--- config.mk ---
export PLATFORM = sky130hd
export DESIGN_NAME = rlfs_prep
export DESIGN_NICKNAME = d
export VERILOG_FILES = /design/src/rtl/core/rect_largest_first_sorter_assert.svh /design/src/rtl/core/rlfs_pkg.sv /design/src/rtl/core/rlfs_prep.sv
export SDC_FILE = /design/constraint.sdc
export NUM_CORES = 1
export LEC_CHECK = 0
export BUFFER_PORTS_ARGS = -buffer_cell sky130_fd_sc_hd__buf_2
export CAP_MARGIN = 20
export CELL_PAD_IN_SITES_DETAIL_PLACEMENT = 1
export CELL_PAD_IN_SITES_GLOBAL_PLACEMENT = 1
export CORE_UTILIZATION = 25
export DETAILED_ROUTE_END_ITERATION = 8
export PLACE_DENSITY_LB_ADDON = 0.1
export SLEW_MARGIN = 20
export SYNTH_ARGS = -nofsm -noshare
export SYNTH_HDL_FRONTEND = slang
export SYNTH_SLANG_ARGS = --single-unit
--- constraint.sdc ---
create_clock -name vclk -period 20.1
set_input_delay 3.015 -clock vclk [all_inputs]
set_output_delay 3.015 -clock vclk [all_outputs]
set_load 0.01 [all_outputs]
--- src/rtl/core/rect_largest_first_sorter_assert.svh ---
// Assertion macros for the rectangle sorter.
// Included by the top level; no dependencies on other files.
`ifndef RECT_LARGEST_FIRST_SORTER_ASSERT_SVH
`define RECT_LARGEST_FIRST_SORTER_ASSERT_SVH
`ifndef SYNTHESIS
`define RLFS_ASSERT_IMP(lbl, clk, rstn, ant, cons) \
    lbl: assert property (@(posedge clk) disable iff (!(rstn)) (ant) |-> (cons)) \
        else $error("rect sorter check failed");
`define RLFS_ASSERT_NXT(lbl, clk, rstn, ant, cons) \
    lbl: assert property (@(posedge clk) disable iff (!(rstn)) (ant) |=> (cons)) \
        else $error("rect sorter check failed");
`else
`define RLFS_ASSERT_IMP(lbl, clk, rstn, ant, cons)
`define RLFS_ASSERT_NXT(lbl, clk, rstn, ant, cons)
`endif
`endif

--- src/rtl/core/rlfs_pkg.sv ---
// Shared types and widths for the rectangle sorter.
// No dependencies; used by every module of the block.
package rlfs_pkg;

    localparam int TAG_W  = 16;
    localparam int DIM_W  = 15;
    localparam int AREA_W = 2 * DIM_W;

    // One rectangle with its precomputed sort keys.
    typedef struct packed {
        logic [TAG_W-1:0]  tag;
        logic [DIM_W-1:0]  w;
        logic [DIM_W-1:0]  h;
        logic [DIM_W-1:0]  major;
        logic [AREA_W-1:0] area;
    } rlfs_rect_t;

    typedef struct packed {
        logic       valid;
        rlfs_rect_t rect;
    } rlfs_slot_t;

    // Chain-wide control: insert the broadcast rectangle, or shift toward the head.
    typedef struct packed {
        logic ins;
        logic pop;
    } rlfs_ctrl_t;

endpackage

--- src/rtl/core/rlfs_prep.sv ---
// Input conditioning for the rectangle sorter: clamps the sides and forms the keys.
// Depends on rlfs_pkg.
module rlfs_prep #(
    parameter int MAX_DIM = 16384
) (
    input  logic [rlfs_pkg::TAG_W-1:0] tag,
    input  logic [rlfs_pkg::DIM_W-1:0] rect_width,
    input  logic [rlfs_pkg::DIM_W-1:0] rect_height,
    output rlfs_pkg::rlfs_rect_t       rect,
    output logic                       keep
);

    localparam logic [rlfs_pkg::DIM_W+1:0] DIM_LIM = (rlfs_pkg::DIM_W + 2)'(MAX_DIM);
    localparam logic [rlfs_pkg::DIM_W-1:0] DIM_CLAMP = rlfs_pkg::DIM_W'(MAX_DIM);

    logic [rlfs_pkg::DIM_W-1:0] w_c;
    logic [rlfs_pkg::DIM_W-1:0] h_c;

    always_comb begin
        w_c = ({2'b00, rect_width} > DIM_LIM) ? DIM_CLAMP : rect_width;
        h_c = ({2'b00, rect_height} > DIM_LIM) ? DIM_CLAMP : rect_height;
        rect.tag   = tag;
        rect.w     = w_c;
        rect.h     = h_c;
        rect.major = (w_c > h_c) ? w_c : h_c;
        rect.area  = rlfs_pkg::AREA_W'(w_c) * rlfs_pkg::AREA_W'(h_c);
        // A rectangle with a zero side is dropped without raising overflow.
        keep = (rect_width != '0) && (rect_height != '0);
    end

endmodule

# Word level (Yosys, flattened, before mapping)
# Index checks and enable logic that the tools add are counted.
[totals]
output_inout_bits = 92
elab_cells = 10
ff_bits = 0
in_bits = 46
[op_classes]
magnitude_cmp = 3
n_mul = 1
reduce_logical = 3
n_mux = 3
[op_table]
columns = ["operator", "count"]
rows = [
  ["$mux W15", 3],
  ["$gt A15 B15 Y1 const B", 2],
  ["$mul A15 B15 Y30", 1],
  ["$reduce_bool A15 Y1", 2],
  ["$gt A15 B15 Y1", 1],
  ["$logic_and A1 B1 Y1", 1],
]

# Longest topological paths before layout
[depth]
depth_word = 4
ltp_mapped = 26
depth_no_buf = 23

# Worst setup path before layout
# No wires, ideal clock.
[synth_timing]
kind = "input port to output port"
startpoint = "in rect_height[14] in the netlist's numbering"
endpoint = "out rect[27] in the netlist's numbering"
cell_stages = 25
required_ps = 17085
path_buffers = 3
setup_slack_ps = 7877
t_arrival_ps = 9208
cell_sequence = "clkbuf_1 -> buf_1 -> inv_2 -> nand2_1 -> clkbuf_1 -> nor2_1 -> fa_1 -> inv_1 -> fa_1 -> inv_1 -> fa_1 -> inv_1 -> fa_1 -> inv_1 -> fa_1 -> inv_1 -> fa_1 -> inv_1 -> ha_1 -> nand2_1 -> o21ai_0 -> a221oi_1 -> o21ai_0 -> nor4_1 -> a211oi_1"
[synth_lines]
columns = ["item", "line", "source"]
rows = [
  ["start: declaration", "rlfs_prep.sv:8", "input logic [rlfs_pkg::DIM_W-1:0] rect_height,"],
  ["end: declaration", "rlfs_prep.sv:9", "output rlfs_pkg::rlfs_rect_t rect,"],
]

==> out/results.txt <==
status: finished clean
pin count of the biggest net entering global routing: 35
post-CTS sizing: 0
Ys Warns: 0
Arrival @ worst endpoint: 10490 ps
CP Max Fanout: 34
Hold EP: rect[75]
Cell variety after synth: 56
setup_tns: 0 ps
max_cap viols: 0
die area: 36900 sq um
vias in the first global route: 8450
GRT overflow: 0
final core utilization: 28.0%
Mean Syn Cell Area: 7.92 sq um
post-DR vias/cell: 4.84
share of cells above drive strength 1: 12.3%
via total after detailed routing: 7996
Synth area leaders: fa_1 37%, ha_1 17%, inv_1 9.7%, nor2_1 5.9%, nand2_1 4.9%
sequential cells: 0
WHS Path Cells: 0
Post-Synthesis Cell Area: 9050 sq um
Die Wd: 192 um
Area Overhead vs Synth: 10.2%
GPL Wtd Cong: 0.815
Antenna Nets Post-Route: 0
most instantiated cells after synthesis: 234 x inv_1, 167 x fa_1, 141 x nor2_1
Peak VDD IR: 0.0188 mV
Hold Crit Class: input pin to output pin
Starting DRT DRC Count: 326
ant diodes: 0
WL final: 33.7 mm
top cell type's share of synthesized area: 37.0%
Slew Viols, Final: 0
Routed wire per std cell: 20.4 um
Sequential Area: 0 sq um
I/O Pins: 138
RSZ-0062 raised after global routing: false
Initial Util: 25.4%
TritonRoute pass-1 iters: 5
Req. time, crit path: 17090 ps
Worst Hold Launch: tag[0]
fill count: 4403
Critical Setup Path Class: input pin to output pin
multi-input gate area in the final layout: 7790 sq um
Startpoint Class: input pin
GRT Resource Usage Total: 18.5%
post-synth top area cell: fa_1
Residual DRC: 0
Mapped Cells: 1142
worst setup path startpoint: rect_width[14]
pwr/cell area: 40.3 nW/um^2
chip height: 192 um
Fin. Hold Viols: 0
DP HPWL: 27.3 mm
Max Freq: 0.0741 GHz
most common cell in the netlist: inv_1
clock buffers: 0
fin crit period: 13500 ps
Least-Margin Pin Slew: 963 ps
first-pass GRT wire length: 51.4 mm
Core Area: 35600 sq um
CP Capture Type: output pin
Post-CTS Setup Inserts: 0
Rel. slew slack: 35.7%
leakage: 5.30 nW
Final Setup Violations: 0
port bufs: 106
post-synthesis sequential area ratio: 0%
initial antenna violation count: 0
hold_buf cts: 0
net count after synthesis: 1475
Layout Nets: 1526
period utilization: 67.2%
FP Rows: 69
==> worst max-delay path by stage <==
| stage | end | slack [ps] | cells past startpoint |
|---|---|---|---|
| after global routing | rect[19] | 6100 | 25 |
| after floorplan | rect[27] | 7880 | 25 |
| after CTS | rect[19] | 6480 | 25 |
| after detailed placement | rect[19] | 6520 | 25 |
| after global placement | rect[19] | 6540 | 25 |
| final | rect[19] | 6600 | 25 |
==> final cells by class <==
type | count | area share (%)
multi-input cells | 822 | 78.1
repair buffers | 129 | 7.05
well taps | 461 | 5.79
inverters | 240 | 9.04
==> logic make-up (layout without fill, tap and decap cells) <==
logic type      count (synthesis)  count (layout)  share of synthesized area, %
fa+ha+maj                     288             288                          53.7
buf+inv                       320             369                          14.1
xor+xnor                       24              24                          2.32
compound gates                126             126                          10.6
simple gates                  384             384                          19.3
==> cells in the final DEF (no fill, tap or decap), types with 3 or more instances in the layout <==
master    netlist  layout
nand2_1       117     117
o21bai_1        6       6
a221oi_1        7       7
a21oi_1        29      29
a311oi_2        8       8
fa_1          167     167
xnor2_1        15      14
or3_1           4       4
ha_1          120     120
nor4_1         10      10
xor2_1          9       9
or4_1          15      15
o211ai_1        5       5
and2_1         11      11
o21a_1          3       3
nand3_1        33      33
inv_1         234     234
nand2b_1       19      19
nor3_1          7       6
o21ai_0        18      18
a31oi_1         4       4
a21o_1          9       9
buf_2           7     106
clkinv_1        4       4
o311a_1        14      14
nor2_1        141     141
a311oi_1        4       4
buf_4          16      23
nor2b_1        16      14
==> layer usage <==
| layer | up-vias | part of all wire (%) | global-route usage (%) |
|---|---|---|---|
| li1 | 3668 | - | - |
| met1 | 4136 | 44 | 25.1 |
| met2 | 160 | 51 | 32.9 |
| met3 | 32 | 2.5 | 0.914 |
| met4 | 0 | 1.9 | 2.82 |
| met5 | - | 0 | 0 |
==> worst max-delay path: stages <==
cell and delay (ps):
buf_2 450, nand2b_1 590, clkinv_1 480, ha_1 330, fa_1 480, inv_1 50, fa_1 470, inv_1 50
fa_1 510, inv_1 60, fa_1 520, inv_1 50, fa_1 470, inv_1 50, fa_1 470, inv_1 40
ha_1 360, nand2_1 70, o21ai_0 570, a221oi_1 210, buf_4 190, o21ai_0 440, a21boi_0 210, xnor2_1 190
buf_2 150
==> through the flow <==
step | total power, mW | cells | setup WS (ps) | hold slack (ps) | instance area [sq um]
final | 0.402 | 1652 | 6600 | 6030 | 9970
after global routing | 0.457 | 1652 | 6100 | 6030 | 9970
after CTS | 0.417 | 1652 | 6480 | 6030 | 9970
after detailed placement | 0.414 | 1652 | 6520 | 6030 | 9970
after global placement | 0.415 | 1652 | 6540 | 6030 | 9970
after floorplan | 0.274 | 1142 | 7880 | 6120 | 9050
==> power by group <==
group          switching, mW  internal [mW]
clock                      0              0
combinational          0.248          0.154
sequential                 0              0
total                  0.248          0.154
Note: power is estimated with default switching activity, not from simulation.
