**src/rtl/core/rect_largest_first_sorter_assert.svh**
```systemverilog
// Assertion macros for the rectangle sorter.
// Included by the top level; no dependencies on other files.
`ifndef RECT_LARGEST_FIRST_SORTER_ASSERT_SVH
`define RECT_LARGEST_FIRST_SORTER_ASSERT_SVH
`ifndef SYNTHESIS
`define RLFS_ASSERT_IMP(lbl, clk, rstn, ant, cons) \
    lbl: assert property (@(posedge clk) disable iff (!(rstn)) (ant) |-> (cons)) \
        else $error("rect sorter check failed");
`define RLFS_ASSERT_NXT(lbl, clk, rstn, ant, cons) \
    lbl: assert property (@(posedge clk) disable iff (!(rstn)) (ant) |=> (cons)) \
        else $error("rect sorter check failed");
`else
`define RLFS_ASSERT_IMP(lbl, clk, rstn, ant, cons)
`define RLFS_ASSERT_NXT(lbl, clk, rstn, ant, cons)
`endif
`endif

```
**src/rtl/core/rlfs_pkg.sv**
```systemverilog
// Shared types and widths for the rectangle sorter.
// No dependencies; used by every module of the block.
package rlfs_pkg;

    localparam int TAG_W  = 16;
    localparam int DIM_W  = 15;
    localparam int AREA_W = 2 * DIM_W;

    // One rectangle with its precomputed sort keys.
    typedef struct packed {
        logic [TAG_W-1:0]  tag;
        logic [DIM_W-1:0]  w;
        logic [DIM_W-1:0]  h;
        logic [DIM_W-1:0]  major;
        logic [AREA_W-1:0] area;
    } rlfs_rect_t;

    typedef struct packed {
        logic       valid;
        rlfs_rect_t rect;
    } rlfs_slot_t;

    // Chain-wide control: insert the broadcast rectangle, or shift toward the head.
    typedef struct packed {
        logic ins;
        logic pop;
    } rlfs_ctrl_t;

endpackage

```
**src/rtl/core/rlfs_cell.sv**
```systemverilog
// One slot of the insertion chain: compares the broadcast rectangle with its own
// and takes the new one, its left neighbor's or its right neighbor's. Uses rlfs_pkg.
module rlfs_cell (
    input  logic                 aclk,
    input  logic                 aresetn,
    input  rlfs_pkg::rlfs_ctrl_t ctrl,
    input  rlfs_pkg::rlfs_rect_t new_rect,
    input  rlfs_pkg::rlfs_slot_t left_q,
    input  logic                 left_gt,
    input  rlfs_pkg::rlfs_slot_t right_q,
    output rlfs_pkg::rlfs_slot_t q,
    output logic                 gt
);

    logic                 valid_reg;
    logic                 valid_next;
    rlfs_pkg::rlfs_rect_t rect_reg;
    rlfs_pkg::rlfs_rect_t rect_next;

    assign q.valid = valid_reg;
    assign q.rect  = rect_reg;

    // Strictly larger wins; equal keys leave the earlier arrival in front.
    assign gt = !valid_reg
             || (new_rect.major > rect_reg.major)
             || ((new_rect.major == rect_reg.major) && (new_rect.area > rect_reg.area));

    always_comb begin
        valid_next = valid_reg;
        rect_next  = rect_reg;
        if (ctrl.pop) begin
            valid_next = right_q.valid;
            rect_next  = right_q.rect;
        end else if (ctrl.ins) begin
            if (left_gt) begin
                valid_next = left_q.valid;
                rect_next  = left_q.rect;
            end else if (gt) begin
                valid_next = 1'b1;
                rect_next  = new_rect;
            end
        end
    end

    always_ff @(posedge aclk) begin
        if (!aresetn) begin
            valid_reg <= 1'b0;
        end else begin
            valid_reg <= valid_next;
        end
        rect_reg <= rect_next;
    end

endmodule

```
**config.mk**
```make
export PLATFORM = sky130hd
export DESIGN_NAME = rlfs_cell
export DESIGN_NICKNAME = d
export VERILOG_FILES = /design/src/rtl/core/rect_largest_first_sorter_assert.svh /design/src/rtl/core/rlfs_pkg.sv /design/src/rtl/core/rlfs_cell.sv
export SDC_FILE = /design/constraint.sdc
export NUM_CORES = 1
export LEC_CHECK = 0
export ABC_AREA = 1
export BUFFER_PORTS_ARGS = -buffer_cell sky130_fd_sc_hd__buf_2
export CAP_MARGIN = 5
export CORE_AREA = 5 5 143 145
export CTS_BUF_LIST = sky130_fd_sc_hd__clkbuf_4
export CTS_CLUSTER_DIAMETER = 150
export CTS_CLUSTER_SIZE = 14
export DETAILED_ROUTE_END_ITERATION = 16
export DIE_AREA = 0 0 148 150
export PLACE_DENSITY = 0.62
export SKIP_LAST_GASP = 1
export SLEW_MARGIN = 10
export SYNTH_ARGS = -nofsm -noshare
export SYNTH_HDL_FRONTEND = slang
export SYNTH_SLANG_ARGS = --single-unit
```
**constraint.sdc**
```tcl
create_clock -name aclk -period 10 [get_ports aclk]
set_input_delay 0.5 -clock aclk [delete_from_list [all_inputs] [get_ports aclk]]
set_output_delay 0.5 -clock aclk [all_outputs]
set_load 0.05 [all_outputs]
```
* Word level (Yosys, flattened, before mapping)
Index checks and enable logic that the tools add are counted.
** Cells by class
- Magnitude comparators :: 2
- Equal/unequal tests :: 1
- Mux-type cells :: 8
- Reductions and logical operators :: 7
** Operator list (count)
- $mux W91 :: 4
- $gt A30 B30 Y1 :: 1
- $eq A15 B15 Y1 :: 1
- $gt A15 B15 Y1 :: 1
- $mux W1 :: 4
- $reduce_bool A3 Y1 :: 1
- $logic_or A1 B1 Y1 :: 2
- $reduce_and A2 Y1 :: 1
- $reduce_bool A2 Y1 :: 1
- $logic_and A1 B1 Y1 :: 1
- $logic_not A1 Y1 :: 1
** Storage, ports and cells
- Register bits :: 92
- Input bits :: 280
- Output and inout bits :: 93
- Word-level logic and storage cells :: 24

* Depth between registers and ports, before layout
Gate-level depths: netlist of run 1.
- Word-level depth :: 7
- Mapped depth :: 16
- Depth with buffers taken out :: 16

* Worst setup path after synthesis of run 1
OpenSTA, ideal clock, no wires.
- Kind :: flip-flop to flip-flop
- Start :: reg rect_reg, in the netlist q[13]
- End :: reg rect_reg, in the netlist q[0] (enable)
- Setup time :: 0.445 ns
- Data arrival time :: 3.490 ns
- Data required time :: 9.555 ns
- Setup slack :: 6.065 ns
- Stages on the path, launching flop included :: 15
- Path buffers :: 0
- Period minus slack after synthesis :: 3.935 ns
- Path through :: edfxtp_1 inv_1 ha_1 nand2_1 nor2_2 nand2_1 nor2_1 nand2_1 nand2_1 nand2_1 nand2_1 nand2_2 nand3_4 nand2_1 inv_1
** On the way
- Cells in the longest elaborated chain, start to end :: 5
** RTL lines
- start, declared :: RTL line rlfs_cell.sv:17 : rlfs_pkg::rlfs_rect_t rect_reg;
- start signal, assigned :: RTL line rlfs_cell.sv:51 : rect_reg <= rect_next;
- $gt A30 B30 Y1 :: RTL line rlfs_cell.sv:26 : || ((new_rect.major == rect_reg.major) && (new_rect.area > rect_reg.area));
- $logic_and A1 B1 Y1 :: RTL line rlfs_cell.sv:26
- $logic_or A1 B1 Y1 :: RTL line rlfs_cell.sv:26
- $reduce_bool A3 Y1 (no source line)
- $reduce_and A2 Y1 (no source line)
No other way between the ends.
A chain may end at the register's enable or synchronous reset.

* Worst setup path after layout of run 1
- Start :: reg rect_reg, in the netlist q[44]
- End :: reg rect_reg, in the netlist q[84] (enable)
** On the way
- Cells in the longest elaborated chain, start to end :: 5
- Elaborated cells on any way between the ends :: 7
- Classes of those cells :: order compare: 1; eq/ne: 1; reduce/logical: 5
** RTL lines (RTL line)
- $gt A15 B15 Y1 or $eq A15 B15 Y1 (tied branches) :: rlfs_cell.sv:25, rlfs_cell.sv:26
- $logic_or A1 B1 Y1 or $logic_and A1 B1 Y1 (tied branches) :: rlfs_cell.sv:25, rlfs_cell.sv:26
- $logic_or A1 B1 Y1 * :: rlfs_cell.sv:26
- $reduce_bool A3 Y1 (no source line) *
- $reduce_and A2 Y1 (no source line) *
Every way passes the cells marked *; elsewhere a longest branch is shown, timed or not.

==> results of run 1 <==
-- kinds of logic after synthesis --
family | count (synthesis) | synth area share [%]
compound gates | 23 | 2.36
fa+ha+maj | 45 | 9.55
buf+inv | 107 | 7.13
flops | 92 | 46.7
simple gates | 460 | 34.2
-- per-layer routing --
metal	routed length [um]	GRT usage, %	vias up
met3	1930	5.36	37
met1	8610	22.8	2844
li1	-	-	3133
met4	478	5.96	6
met5	54	0	-
met2	10900	33.2	288
-- through the flow --
step	total power, mW	instance area (um^2)	std cells
6_report	1.12	8080	1318
5_1_grt	1.19	8080	1318
4_1_cts	1.14	8080	1318
3_5_place_dp	0.914	7930	1302
3_3_place_gp	0.910	7930	1302
2_1_floorplan	0.773	5890	727
-- tightest hold or removal path: stages --
cell	delay (ps)
buf_2	70
nand2_1	40
nand3_1	50
-- report_power, final --
| group | total [mW] | internal, mW | switching, mW |
|---|---|---|---|
| logic | 0.410 | 0.120 | 0.290 |
| clock network | 0.221 | 0.0820 | 0.139 |
| registers | 0.492 | 0.476 | 0.0157 |
| total | 1.12 | 0.678 | 0.444 |
-- worst max path at each step --
stage / from / to / slack, ps
after detailed placement: new_rect[44] / q[84]$_DFFE_PP_ / 6650
after CTS: q[44]$_DFFE_PP_ / q[84]$_DFFE_PP_ / 6840
after global routing: q[44]$_DFFE_PP_ / q[84]$_DFFE_PP_ / 6580
after global placement: ctrl[0] / q[78]$_DFFE_PP_ / 6700
final: q[44]$_DFFE_PP_ / q[84]$_DFFE_PP_ / 6920
after floorplan: q[13]$_DFFE_PP_ / q[0]$_DFFE_PP_ / 6070
-- cell type report --
cell class                 instances  area [um^2]
clock buffer                      10         75.1
clock inverter                     6         70.1
fill                            2000        11000
inverter                          67          255
multi-input combinational        528         2720
sequential                        92         2750
tap                              238          298
timing repair buffer             377         1900
-- cells in the final DEF, fill, tap and decap left out, types with 3 or more instances in the layout --
cell type,netlist,final
nand2_1,249,249
nor2_2,5,5
inv_6,0,3
inv_1,66,64
buf_4,1,7
clkbuf_4,0,10
nor2_1,11,11
nand3_1,183,183
a21oi_1,15,15
ha_1,45,45
buf_2,12,370
edfxtp_1,91,91
nand4_1,3,3
a21o_1,3,3
-- cells in the mapped netlist --
cell type  count
edfxtp_1      91
a21boi_2       1
inv_1         66
buf_1          8
o22ai_1        1
nor2_2         5
and2_1         2
a21oi_1       15
a21o_1         3
and3_1         1
ha_1          45
dfxtp_1        1
clkbuf_1      19
buf_2         12
nand4_1        3
nand3_1      183
nand3_4        1
o211ai_1       2
nand3_2        1
inv_2          1
nor2_1        11
or2_2          1
buf_4          1
nor2_4         1
nand2_2        2
a21oi_2        1
nand2_1      249
==> run_summary.xml, run 1 <==
<?xml version="1.0" encoding="UTF-8"?>
<metrics>
  <group name="sta">
    <metric name="timing.clock.skew" unit="ps">27.3</metric>
    <metric name="final.setup.worst_slack" unit="ps">6920</metric>
    <metric name="grt_setup_unrepaired" unit="">no</metric>
    <metric name="finalSetupViolations" unit="">0</metric>
    <metric name="worst_pin_slew" unit="ps">1020</metric>
    <metric name="slew_violations" unit="">0</metric>
    <metric name="finalHoldViolCount" unit="">0</metric>
    <metric name="maxSlewHeadroom" unit="%">31.9</metric>
    <metric name="holdWs" unit="ps">302</metric>
    <metric name="maxClockFrequency" unit="MHz">325</metric>
    <metric name="fin_crit_sh" unit="%">30.8</metric>
    <metric name="setup_total_negative_slack" unit="ps">0</metric>
    <metric name="post-route-min-period" unit="ps">3080</metric>
  </group>
  <group name="yosys">
    <metric name="synth-warning-count" unit="">0</metric>
    <metric name="yosys.area.top_type" unit="">edfxtp_1</metric>
    <metric name="syn-instance-count" unit="">727</metric>
    <metric name="syn_area_per_cell" unit="um^2">8.11</metric>
    <metric name="ys_types" unit="">27</metric>
    <metric name="synth_seq_area_share" unit="%">46.7</metric>
    <metric name="postSynthNetCount" unit="">1052</metric>
    <metric name="yosys-top-cells-area" unit="">edfxtp_1, nand2_1, nand3_1</metric>
    <metric name="post_synth_instance_area" unit="um^2">5890</metric>
    <metric name="synth.top_cell.area_share" unit="%">46.4</metric>
    <metric name="ys_ff_latch" unit="">92</metric>
  </group>
  <group name="final_layout">
    <metric name="number_of_flip_flops_in_the_largest_register" unit="">91</metric>
    <metric name="layout-area-overhead-vs-synth" unit="%">37.0</metric>
    <metric name="post-route-util" unit="%">42.3</metric>
    <metric name="antenna-diode-count" unit="">0</metric>
    <metric name="drive_above_1_share" unit="%">37.9</metric>
    <metric name="fin_nets" unit="">1400</metric>
  </group>
  <group name="route">
    <metric name="routed_wl" unit="mm">22.0</metric>
    <metric name="drc" unit="">0</metric>
    <metric name="antenna_violating_nets_post_route" unit="">0</metric>
    <metric name="drtPass1Iterations" unit="">5</metric>
    <metric name="1st_iter_drt_viols" unit="">179</metric>
    <metric name="number_of_vias_per_cell" unit="">4.79</metric>
    <metric name="route.vias.total" unit="">6308</metric>
    <metric name="avgRoutedWirePerCell" unit="um">16.7</metric>
  </group>
  <group name="floorplan">
    <metric name="core_region_area" unit="um^2">19100</metric>
    <metric name="io-pin-count" unit="">373</metric>
    <metric name="total_die_area" unit="um^2">22200</metric>
    <metric name="die_height" unit="um">150</metric>
    <metric name="die_w" unit="um">148</metric>
    <metric name="std_cell_rows" unit="">51</metric>
    <metric name="floorplan.initialDensity" unit="%">30.9</metric>
  </group>
  <group name="clock_network">
    <metric name="htreeDepth" unit="">3</metric>
    <metric name="cts_resized" unit="">0</metric>
    <metric name="cts_setup_buffers" unit="">0</metric>
    <metric name="maximum_clock_insertion_buffer_count" unit="">2</metric>
    <metric name="clock_sink_count" unit="">92</metric>
    <metric name="reg_clk_slew_reported_paths" unit="ps">170</metric>
    <metric name="tritoncts_clock_tree" unit="">built</metric>
    <metric name="hold_buffers" unit="">0</metric>
    <metric name="cts-buffers-inserted" unit="">9</metric>
    <metric name="clk-insertion-delay-late" unit="ps">460</metric>
    <metric name="cts_root_buf" unit="">clkbuf_4</metric>
  </group>
  <group name="placed_design">
    <metric name="detailed_place_hpwl" unit="mm">17.4</metric>
    <metric name="io_buffers" unit="">372</metric>
    <metric name="place.gp.congestion" unit="">0.838</metric>
    <metric name="place_ws" unit="ps">6650</metric>
  </group>
  <group name="setup_path">
    <metric name="data_required_time_at_the_worst_endpoint" unit="ps">10090</metric>
    <metric name="worst_path_max_delay_cell" unit="">buf_4</metric>
    <metric name="timing.critical_path.cells" unit="">inv_1 &gt; ha_1 &gt; nand2_2 &gt; nor2_2 &gt; nand4_1 &gt; a21oi_1 &gt; nand2_2 &gt; nand3_4 &gt; nand2_1 &gt; inv_4 &gt; buf_4</metric>
    <metric name="worst_r2r_endpoint" unit="">q[84]$_DFFE_PP_</metric>
    <metric name="crit_family" unit="">buffers and inverters</metric>
    <metric name="cp.buffers_inverters" unit="">3</metric>
    <metric name="critPathLaunchType" unit="">flip-flop</metric>
    <metric name="critical_path.endpoint_type" unit="">flip-flop</metric>
    <metric name="critPathArrivalTime" unit="ps">3170</metric>
    <metric name="critical_path.max_stage_delay" unit="ps">640</metric>
    <metric name="timing.rr.start" unit="">q[44]$_DFFE_PP_</metric>
    <metric name="r2r_setup_slack" unit="ps">6920</metric>
    <metric name="timing.critical_path.fanout_max" unit="">50</metric>
    <metric name="critPathMostFrequentCell" unit="">nand2_2</metric>
    <metric name="critical_path_cell_count" unit="">11</metric>
    <metric name="critical_path_class" unit="">reg -&gt; reg</metric>
    <metric name="worst_r2r_path_depth" unit="">11</metric>
  </group>
  <group name="global_routing">
    <metric name="grt_start_max_net_pins" unit="">94</metric>
    <metric name="grt_antenna_before_repair" unit="">3</metric>
    <metric name="first_global_vias" unit="">6338</metric>
    <metric name="grt.total_usage" unit="%">19.0</metric>
    <metric name="grt_pass1_wl" unit="mm">33.3</metric>
    <metric name="gr-total-overflow" unit="">0</metric>
  </group>
  <group name="status">
    <metric name="outcome" unit="">completed</metric>
  </group>
  <group name="pwr">
    <metric name="p_leak" unit="nW">4.24</metric>
    <metric name="vdd_ir_drop_max" unit="mV">0.0527</metric>
    <metric name="power_density" unit="nW/um^2">139</metric>
  </group>
  <group name="hold_path">
    <metric name="worst_hold_path.num_cells" unit="">3</metric>
    <metric name="worstHoldPathType" unit="">in -&gt; reg</metric>
    <metric name="min-delay-start" unit="">new_rect[77]</metric>
    <metric name="hold-path-endpoint" unit="">q[77]$_DFFE_PP_</metric>
  </group>
  <group name="run">
    <metric name="cap_violations" unit="">0</metric>
  </group>
</metrics>
(Power assumes the default switching activity.)
==> inputs of run 2 (changes only) <==
==> constraint.sdc (replaced) <==
create_clock -name aclk -period 3.1 [get_ports aclk]
set_input_delay 0.155 -clock aclk [delete_from_list [all_inputs] [get_ports aclk]]
set_output_delay 0.155 -clock aclk [all_outputs]
set_load 0.05 [all_outputs]
==> run 2 against run 1 <==
Compared with the run above:
- sequential power grew to 3.2 times the previous value
- flip-flop and latch count is the same
- wire length grew 8.8%
- non-clock buffer count grew 179
- via count grew 13%
- first-iteration DRC count grew 70%
- core utilization grew 9.9 points
- final area grew 23%
- clock power grew to 3.5 times the previous value
- clock skew shrank 3.8 ps
- sequential share of layout area shrank 6.5 points
- critical endpoint is now gt
==> run_summary.xml, run 2 (same netlist as run 1, synthesis figures left out) <==
<?xml version="1.0" encoding="UTF-8"?>
<metrics>
  <group name="global_routing">
    <metric name="first_global_vias" unit="">7353</metric>
    <metric name="grtUsageMet3" unit="%">5.78</metric>
    <metric name="grt.total_usage" unit="%">20.8</metric>
    <metric name="met1_usage" unit="%">22.9</metric>
    <metric name="grt_pass1_wl" unit="mm">36.4</metric>
    <metric name="gr-total-overflow" unit="">0</metric>
    <metric name="grt_start_max_net_pins" unit="">74</metric>
    <metric name="grt_antenna_before_repair" unit="">6</metric>
    <metric name="gr-max-usage-layer" unit="">met2</metric>
    <metric name="groute.layer.met2.usage" unit="%">37.3</metric>
  </group>
  <group name="setup_path">
    <metric name="critPathLaunchType" unit="">flip-flop</metric>
    <metric name="timing.critical_path.fanout_max" unit="">3</metric>
    <metric name="worst_r2r_endpoint" unit="">q[7]$_DFFE_PP_</metric>
    <metric name="critical_path.endpoint_type" unit="">primary output</metric>
    <metric name="critical_path_class" unit="">reg -&gt; out</metric>
    <metric name="timing.rr.start" unit="">q[13]$_DFFE_PP_</metric>
    <metric name="worst_r2r_path_depth" unit="">15</metric>
    <metric name="critPathArrivalTime" unit="ps">2250</metric>
    <metric name="data_required_time_at_the_worst_endpoint" unit="ps">2940</metric>
    <metric name="r2r_setup_slack" unit="ps">750</metric>
  </group>
  <group name="pwr">
    <metric name="total_power" unit="mW">3.94</metric>
    <metric name="switching_share" unit="%">37.6</metric>
    <metric name="total_switching_power" unit="mW">1.48</metric>
    <metric name="power.clock.fraction" unit="%">19.4</metric>
    <metric name="sequential_cell_fraction_of_total_power" unit="%">40.1</metric>
    <metric name="p_leak" unit="nW">5.05</metric>
    <metric name="vdd_ir_drop_max" unit="mV">0.221</metric>
    <metric name="power_density" unit="nW/um^2">395</metric>
    <metric name="comb_power_share" unit="%">40.5</metric>
    <metric name="cellInternalPower" unit="mW">2.46</metric>
  </group>
  <group name="route">
    <metric name="number_of_vias_per_cell" unit="">4.74</metric>
    <metric name="routed_wl" unit="mm">23.9</metric>
    <metric name="antenna_violating_nets_post_route" unit="">0</metric>
    <metric name="route.vias.total" unit="">7110</metric>
    <metric name="drtPass1Iterations" unit="">5</metric>
    <metric name="drc" unit="">0</metric>
    <metric name="avgRoutedWirePerCell" unit="um">16.0</metric>
    <metric name="1st_iter_drt_viols" unit="">305</metric>
  </group>
  <group name="sta">
    <metric name="post-route-min-period" unit="ps">2410</metric>
    <metric name="grt_setup_unrepaired" unit="">no</metric>
    <metric name="maxClockFrequency" unit="MHz">415</metric>
    <metric name="finalSetupViolations" unit="">0</metric>
    <metric name="holdWs" unit="ps">72.1</metric>
    <metric name="slew_violations" unit="">0</metric>
    <metric name="maxSlewHeadroom" unit="%">53.6</metric>
    <metric name="finalHoldViolCount" unit="">0</metric>
    <metric name="worst_pin_slew" unit="ps">696</metric>
    <metric name="final.setup.worst_slack" unit="ps">693</metric>
    <metric name="fin_crit_sh" unit="%">77.7</metric>
    <metric name="setup_total_negative_slack" unit="ps">0</metric>
    <metric name="timing.clock.skew" unit="ps">23.5</metric>
  </group>
  <group name="placed_design">
    <metric name="place.gp.congestion" unit="">0.812</metric>
    <metric name="place_ws" unit="ps">746</metric>
    <metric name="detailed_place_hpwl" unit="mm">17.3</metric>
    <metric name="placedCellCount" unit="">1303</metric>
    <metric name="io_buffers" unit="">372</metric>
    <metric name="placed_area" unit="um^2">8020</metric>
  </group>
  <group name="final_layout">
    <metric name="filler_cell_count" unit="">1775</metric>
    <metric name="fin_nets" unit="">1579</metric>
    <metric name="instances_no_fill" unit="">1500</metric>
    <metric name="number_of_flip_flops_in_the_largest_register" unit="">91</metric>
    <metric name="post-route-util" unit="%">52.2</metric>
    <metric name="post-route-cell-area" unit="um^2">9960</metric>
    <metric name="final_common_cell" unit="">buf_2</metric>
    <metric name="ff_latch_area" unit="um^2">2750</metric>
    <metric name="drive_above_1_share" unit="%">32.8</metric>
    <metric name="multi_input_area" unit="um^2">2750</metric>
    <metric name="final_cell_mix" unit="">buf_2, nand2_1, nand3_1</metric>
    <metric name="layout-area-overhead-vs-synth" unit="%">69.1</metric>
  </group>
  <group name="status">
    <metric name="outcome" unit="">completed</metric>
  </group>
  <group name="hold_path">
    <metric name="hold-path-endpoint" unit="">q[8]$_DFFE_PP_</metric>
    <metric name="min-delay-start" unit="">new_rect[8]</metric>
    <metric name="worst_hold_path.num_cells" unit="">3</metric>
    <metric name="worstHoldPathType" unit="">in -&gt; reg</metric>
  </group>
  <group name="clock_network">
    <metric name="cts_root_buf" unit="">clkbuf_4</metric>
    <metric name="reg_clk_slew_reported_paths" unit="ps">160</metric>
    <metric name="cts_resized" unit="">0</metric>
    <metric name="clock_sink_count" unit="">92</metric>
    <metric name="tritoncts_clock_tree" unit="">built</metric>
    <metric name="cts-buffers-inserted" unit="">9</metric>
    <metric name="cts_setup_buffers" unit="">0</metric>
    <metric name="clk-insertion-delay-late" unit="ps">450</metric>
    <metric name="maximum_clock_insertion_buffer_count" unit="">2</metric>
    <metric name="htreeDepth" unit="">3</metric>
  </group>
  <group name="floorplan">
    <metric name="core_region_area" unit="um^2">19100</metric>
    <metric name="io-pin-count" unit="">373</metric>
    <metric name="floorplan.initialDensity" unit="%">30.9</metric>
    <metric name="die_w" unit="um">148</metric>
    <metric name="total_die_area" unit="um^2">22200</metric>
    <metric name="std_cell_rows" unit="">51</metric>
    <metric name="die_height" unit="um">150</metric>
  </group>
  <group name="run">
    <metric name="cap_violations" unit="">0</metric>
  </group>
</metrics>
## run 2: layout make-up
| type | count | area share (%) |
|---|---|---|
| clock inverter | 6 | 0.879 |
| multi-input combinational | 528 | 27.6 |
| inverter | 67 | 2.57 |
| tap | 238 | 2.99 |
| antenna | 4 | 0.100 |
| sequential | 92 | 27.6 |
| clock buffer | 9 | 0.678 |
| timing repair buffer | 556 | 37.6 |
## run 2: how the worst max path moves through the flow
stage,startpoint,to,depth (start not counted)
finish,q[13]$_DFFE_PP_,gt,13
global route,q[42]$_DFFE_PP_,gt,9
CTS,q[13]$_DFFE_PP_,gt,13
detailed placement,q[13]$_DFFE_PP_,q[49]$_DFFE_PP_,15
global placement,q[13]$_DFFE_PP_,q[50]$_DFFE_PP_,15
floorplan,q[36]$_DFFE_PP_,q[0]$_DFFE_PP_,11
## run 2: power by group through the flow
stage	Combinational (mW)	Clock, mW	Sequential (mW)
finish	1.59	0.766	1.58
global route	1.72	0.843	1.60
CTS	1.60	0.809	1.58
detailed placement	1.36	0	1.61
global placement	1.36	0	1.60
floorplan	0.411	0	2.09
## run 2: timing repair
action / in CTS / in global routing
hold buffers: 178 / 0
endpoints found under the setup margin: 0 / 0
endpoints found under the hold margin: 91 / 0
## run 2: critical path: stages (launching register included)
cell,delay [ps]
edfxtp_1,380
inv_1,40
ha_1,290
nand2_1,90
nor2_2,190
nand2_1,70
nor2_1,90
nand2_1,60
nand2_1,60
nand2_1,40
nand2_1,70
nand2_2,70
nand2_1,60
buf_2,270
## run 2: layer usage
| layer | wire (um) | up-vias |
|---|---|---|
| li1 | - | 3496 |
| met1 | 9220 | 3221 |
| met2 | 11900 | 328 |
| met3 | 2000 | 59 |
| met4 | 787 | 6 |
| met5 | 38 | - |
==> inputs of run 3 (changes only) <==
--- a/config.mk
+++ b/config.mk
@@ -14,7 +14,7 @@
 export CTS_CLUSTER_SIZE = 14
 export DETAILED_ROUTE_END_ITERATION = 16
 export DIE_AREA = 0 0 148 150
-export PLACE_DENSITY = 0.62
+export PLACE_DENSITY = 0.64
 export SKIP_LAST_GASP = 1
 export SLEW_MARGIN = 10
 export SYNTH_ARGS = -nofsm -noshare
==> constraint.sdc (replaced) <==
create_clock -name aclk -period 2.09 [get_ports aclk]
set_input_delay 0.1045 -clock aclk [delete_from_list [all_inputs] [get_ports aclk]]
set_output_delay 0.1045 -clock aclk [all_outputs]
set_load 0.05 [all_outputs]
==> run 3 against run 2 <==
Compared with the run above:
- the flow now finishes with violations (negative setup slack)
- flip-flop and latch count unchanged
- largest cell class unchanged
- wire length increased by 6.1%
- clock skew increased by 7.9 ps
- combinational power increased by 70%
- die area unchanged
- register-to-register slack got worse by 910 ps
- clock-buffer cell count increased by 1
- worst setup slack got worse by 850 ps
- critical path depth unchanged
==> run_summary.xml, run 3 (same netlist as run 1, synthesis figures left out) <==
<?xml version="1.0" encoding="UTF-8"?>
<metrics>
  <group name="clock_network">
    <metric name="cts_root_buf" unit="">clkbuf_4</metric>
    <metric name="maximum_clock_insertion_buffer_count" unit="">2</metric>
    <metric name="clk-insertion-delay-late" unit="ps">460</metric>
    <metric name="clock_sink_count" unit="">92</metric>
    <metric name="tritoncts_clock_tree" unit="">built</metric>
    <metric name="reg_clk_slew_reported_paths" unit="ps">150</metric>
    <metric name="htreeDepth" unit="">3</metric>
    <metric name="cts-buffers-inserted" unit="">9</metric>
  </group>
  <group name="hold_path">
    <metric name="min-delay-start" unit="">ctrl[0]</metric>
    <metric name="worstHoldPathType" unit="">in -&gt; reg</metric>
  </group>
  <group name="setup_path">
    <metric name="timing.critical_path.cells" unit="">inv_2 &gt; ha_4 &gt; nand2_4 &gt; nor2_4 &gt; buf_4 &gt; a21oi_2 &gt; nand2_2 &gt; a21boi_2 &gt; nand3_4 &gt; nand2_4 &gt; clkinvlp_4 &gt; buf_12 &gt; buf_12</metric>
    <metric name="critical_path_class" unit="">reg -&gt; reg</metric>
    <metric name="critPathArrivalTime" unit="ps">2450</metric>
    <metric name="critical_path.max_stage_delay" unit="ps">440</metric>
    <metric name="critPathLaunchType" unit="">flip-flop</metric>
    <metric name="critical_path.endpoint_type" unit="">flip-flop</metric>
    <metric name="data_required_time_at_the_worst_endpoint" unit="ps">2290</metric>
    <metric name="crit_start" unit="">q[43]$_DFFE_PP_</metric>
    <metric name="timing.critical_path.fanout_max" unit="">22</metric>
    <metric name="worst_path_max_delay_cell" unit="">edfxtp_1</metric>
    <metric name="timing.rr.start" unit="">q[43]$_DFFE_PP_</metric>
  </group>
  <group name="floorplan">
    <metric name="std_cell_rows" unit="">51</metric>
    <metric name="die_height" unit="um">150</metric>
    <metric name="core_region_area" unit="um^2">19100</metric>
    <metric name="io-pin-count" unit="">373</metric>
    <metric name="floorplan.initialDensity" unit="%">30.9</metric>
    <metric name="total_die_area" unit="um^2">22200</metric>
    <metric name="die_w" unit="um">148</metric>
  </group>
  <group name="sta">
    <metric name="final.setup.worst_slack" unit="ps">-161</metric>
    <metric name="setup_total_negative_slack" unit="ps">-12260</metric>
    <metric name="grt_setup_unrepaired" unit="">yes</metric>
    <metric name="maxSlewHeadroom" unit="%">62.4</metric>
    <metric name="finalSetupViolations" unit="">93</metric>
    <metric name="fin_crit_sh" unit="%">108</metric>
    <metric name="finalHoldViolCount" unit="">0</metric>
    <metric name="post-route-min-period" unit="ps">2250</metric>
    <metric name="worst_pin_slew" unit="ps">565</metric>
    <metric name="maxClockFrequency" unit="MHz">444</metric>
    <metric name="timing.clock.skew" unit="ps">31.3</metric>
    <metric name="slew_violations" unit="">0</metric>
  </group>
  <group name="route">
    <metric name="1st_iter_drt_viols" unit="">334</metric>
    <metric name="drtPass1Iterations" unit="">5</metric>
    <metric name="wl_met3" unit="mm">2.27</metric>
    <metric name="routed_wl" unit="mm">25.4</metric>
    <metric name="route.vias.total" unit="">7449</metric>
    <metric name="avgRoutedWirePerCell" unit="um">16.2</metric>
    <metric name="drc" unit="">0</metric>
    <metric name="met2WireLength" unit="mm">12.9</metric>
    <metric name="number_of_vias_per_cell" unit="">4.76</metric>
    <metric name="met1_length" unit="mm">9.56</metric>
    <metric name="route.top_layer_used" unit="">met5</metric>
    <metric name="antenna_violating_nets_post_route" unit="">0</metric>
  </group>
  <group name="status">
    <metric name="outcome" unit="">finished with violations</metric>
    <metric name="failing_checks" unit="">negative setup slack</metric>
  </group>
  <group name="placed_design">
    <metric name="place.gp.congestion" unit="">0.874</metric>
    <metric name="io_buffers" unit="">372</metric>
    <metric name="placedCellCount" unit="">1339</metric>
    <metric name="placed_area" unit="um^2">8290</metric>
    <metric name="detailed_place_hpwl" unit="mm">17.8</metric>
  </group>
  <group name="pwr">
    <metric name="p_leak" unit="nW">5.40</metric>
    <metric name="power_density" unit="nW/um^2">561</metric>
    <metric name="vdd_ir_drop_max" unit="mV">0.306</metric>
  </group>
  <group name="global_routing">
    <metric name="gr-total-overflow" unit="">0</metric>
    <metric name="grt.total_usage" unit="%">21.8</metric>
    <metric name="grt_start_max_net_pins" unit="">93</metric>
    <metric name="grt_pass1_wl" unit="mm">38.2</metric>
    <metric name="first_global_vias" unit="">7596</metric>
    <metric name="grt_antenna_before_repair" unit="">4</metric>
  </group>
  <group name="final_layout">
    <metric name="number_of_flip_flops_in_the_largest_register" unit="">91</metric>
    <metric name="multi_input_area" unit="um^2">3040</metric>
    <metric name="final_cell_mix" unit="">buf_2, nand2_1, dlygate4sd3_1</metric>
    <metric name="post-route-cell-area" unit="um^2">10800</metric>
    <metric name="ff_latch_area" unit="um^2">2750</metric>
    <metric name="instances_no_fill" unit="">1564</metric>
    <metric name="layout-area-overhead-vs-synth" unit="%">83.7</metric>
    <metric name="filler_cell_count" unit="">1665</metric>
    <metric name="fin_nets" unit="">1643</metric>
    <metric name="final_common_cell" unit="">buf_2</metric>
    <metric name="drive_above_1_share" unit="%">39.3</metric>
  </group>
  <group name="run">
    <metric name="cap_violations" unit="">0</metric>
  </group>
</metrics>
==> run 3: path summary, 6_finish.rpt <==
check                                         endpoint  cells after the start  slack (ps)
worst max-delay path                    q[9]$_DFFE_PP_                     13        -160
worst min-delay path            valid_reg$_SDFFE_PN0P_                      4         180
worst max register to register          q[9]$_DFFE_PP_                     13        -160
worst min register to register  valid_reg$_SDFFE_PN0P_                      2         550
==> run 3: power by group <==
group,internal (mW),leakage (nW),switching (mW)
combinational,1.12,4.38,1.59
clock,0.379,0.0744,0.635
sequential,2.27,0.951,0.0775
total,3.77,5.40,2.31
==> run 3: critical path, delay by kind of cell, from the launching register on <==
family                   cells  cell delay [ps]
flip-flops                   1              440
buffers and inverters        5              630
adder cells (fa/ha/maj)      1              200
AO/OA/AOI/OAI                2              340
AND/OR/NAND/NOR              5              370
==> run 3: per-layer routing <==
layer | global-route usage, % | up-vias
li1 | - | 3631
met1 | 24.2 | 3391
met2 | 39.6 | 376
met3 | 6.21 | 49
met4 | 8.18 | 2
met5 | 0 | -
==> run 3: layout make-up <==
class | instances | area share, %
Antenna cell | 3 | 0.0694
Multi-Input combinational cell | 528 | 28.0
Clock buffer | 10 | 0.694
Sequential cell | 92 | 25.4
Timing Repair Buffer | 620 | 40.0
Inverter | 67 | 2.37
Tap cell | 238 | 2.75
Clock inverter | 6 | 0.590
==> run 3: per-stage QoR <==
stage	utilization (%)	setup slack (ps)	hold WS [ps]	power, mW
4_1_cts	54.9	-208	88.3	5.97
6_report	56.7	-161	176	6.07
2_1_floorplan	-	-1400	239	3.70
3_3_place_gp	43.4	-225	374	4.48
3_5_place_dp	43.4	-254	383	4.50
5_1_grt	56.7	-331	148	6.43
==> run 3: what timing repair did <==
action | in CTS | in global routing
setup buffers | 9 | 12
setup endpoints to repair | 92 | 93
pin swaps | 6 | 23
gates cloned | 1 | 2
gates resized for setup | 21 | 61
hold buffers | 186 | 0
endpoints found under the hold margin | 92 | 0
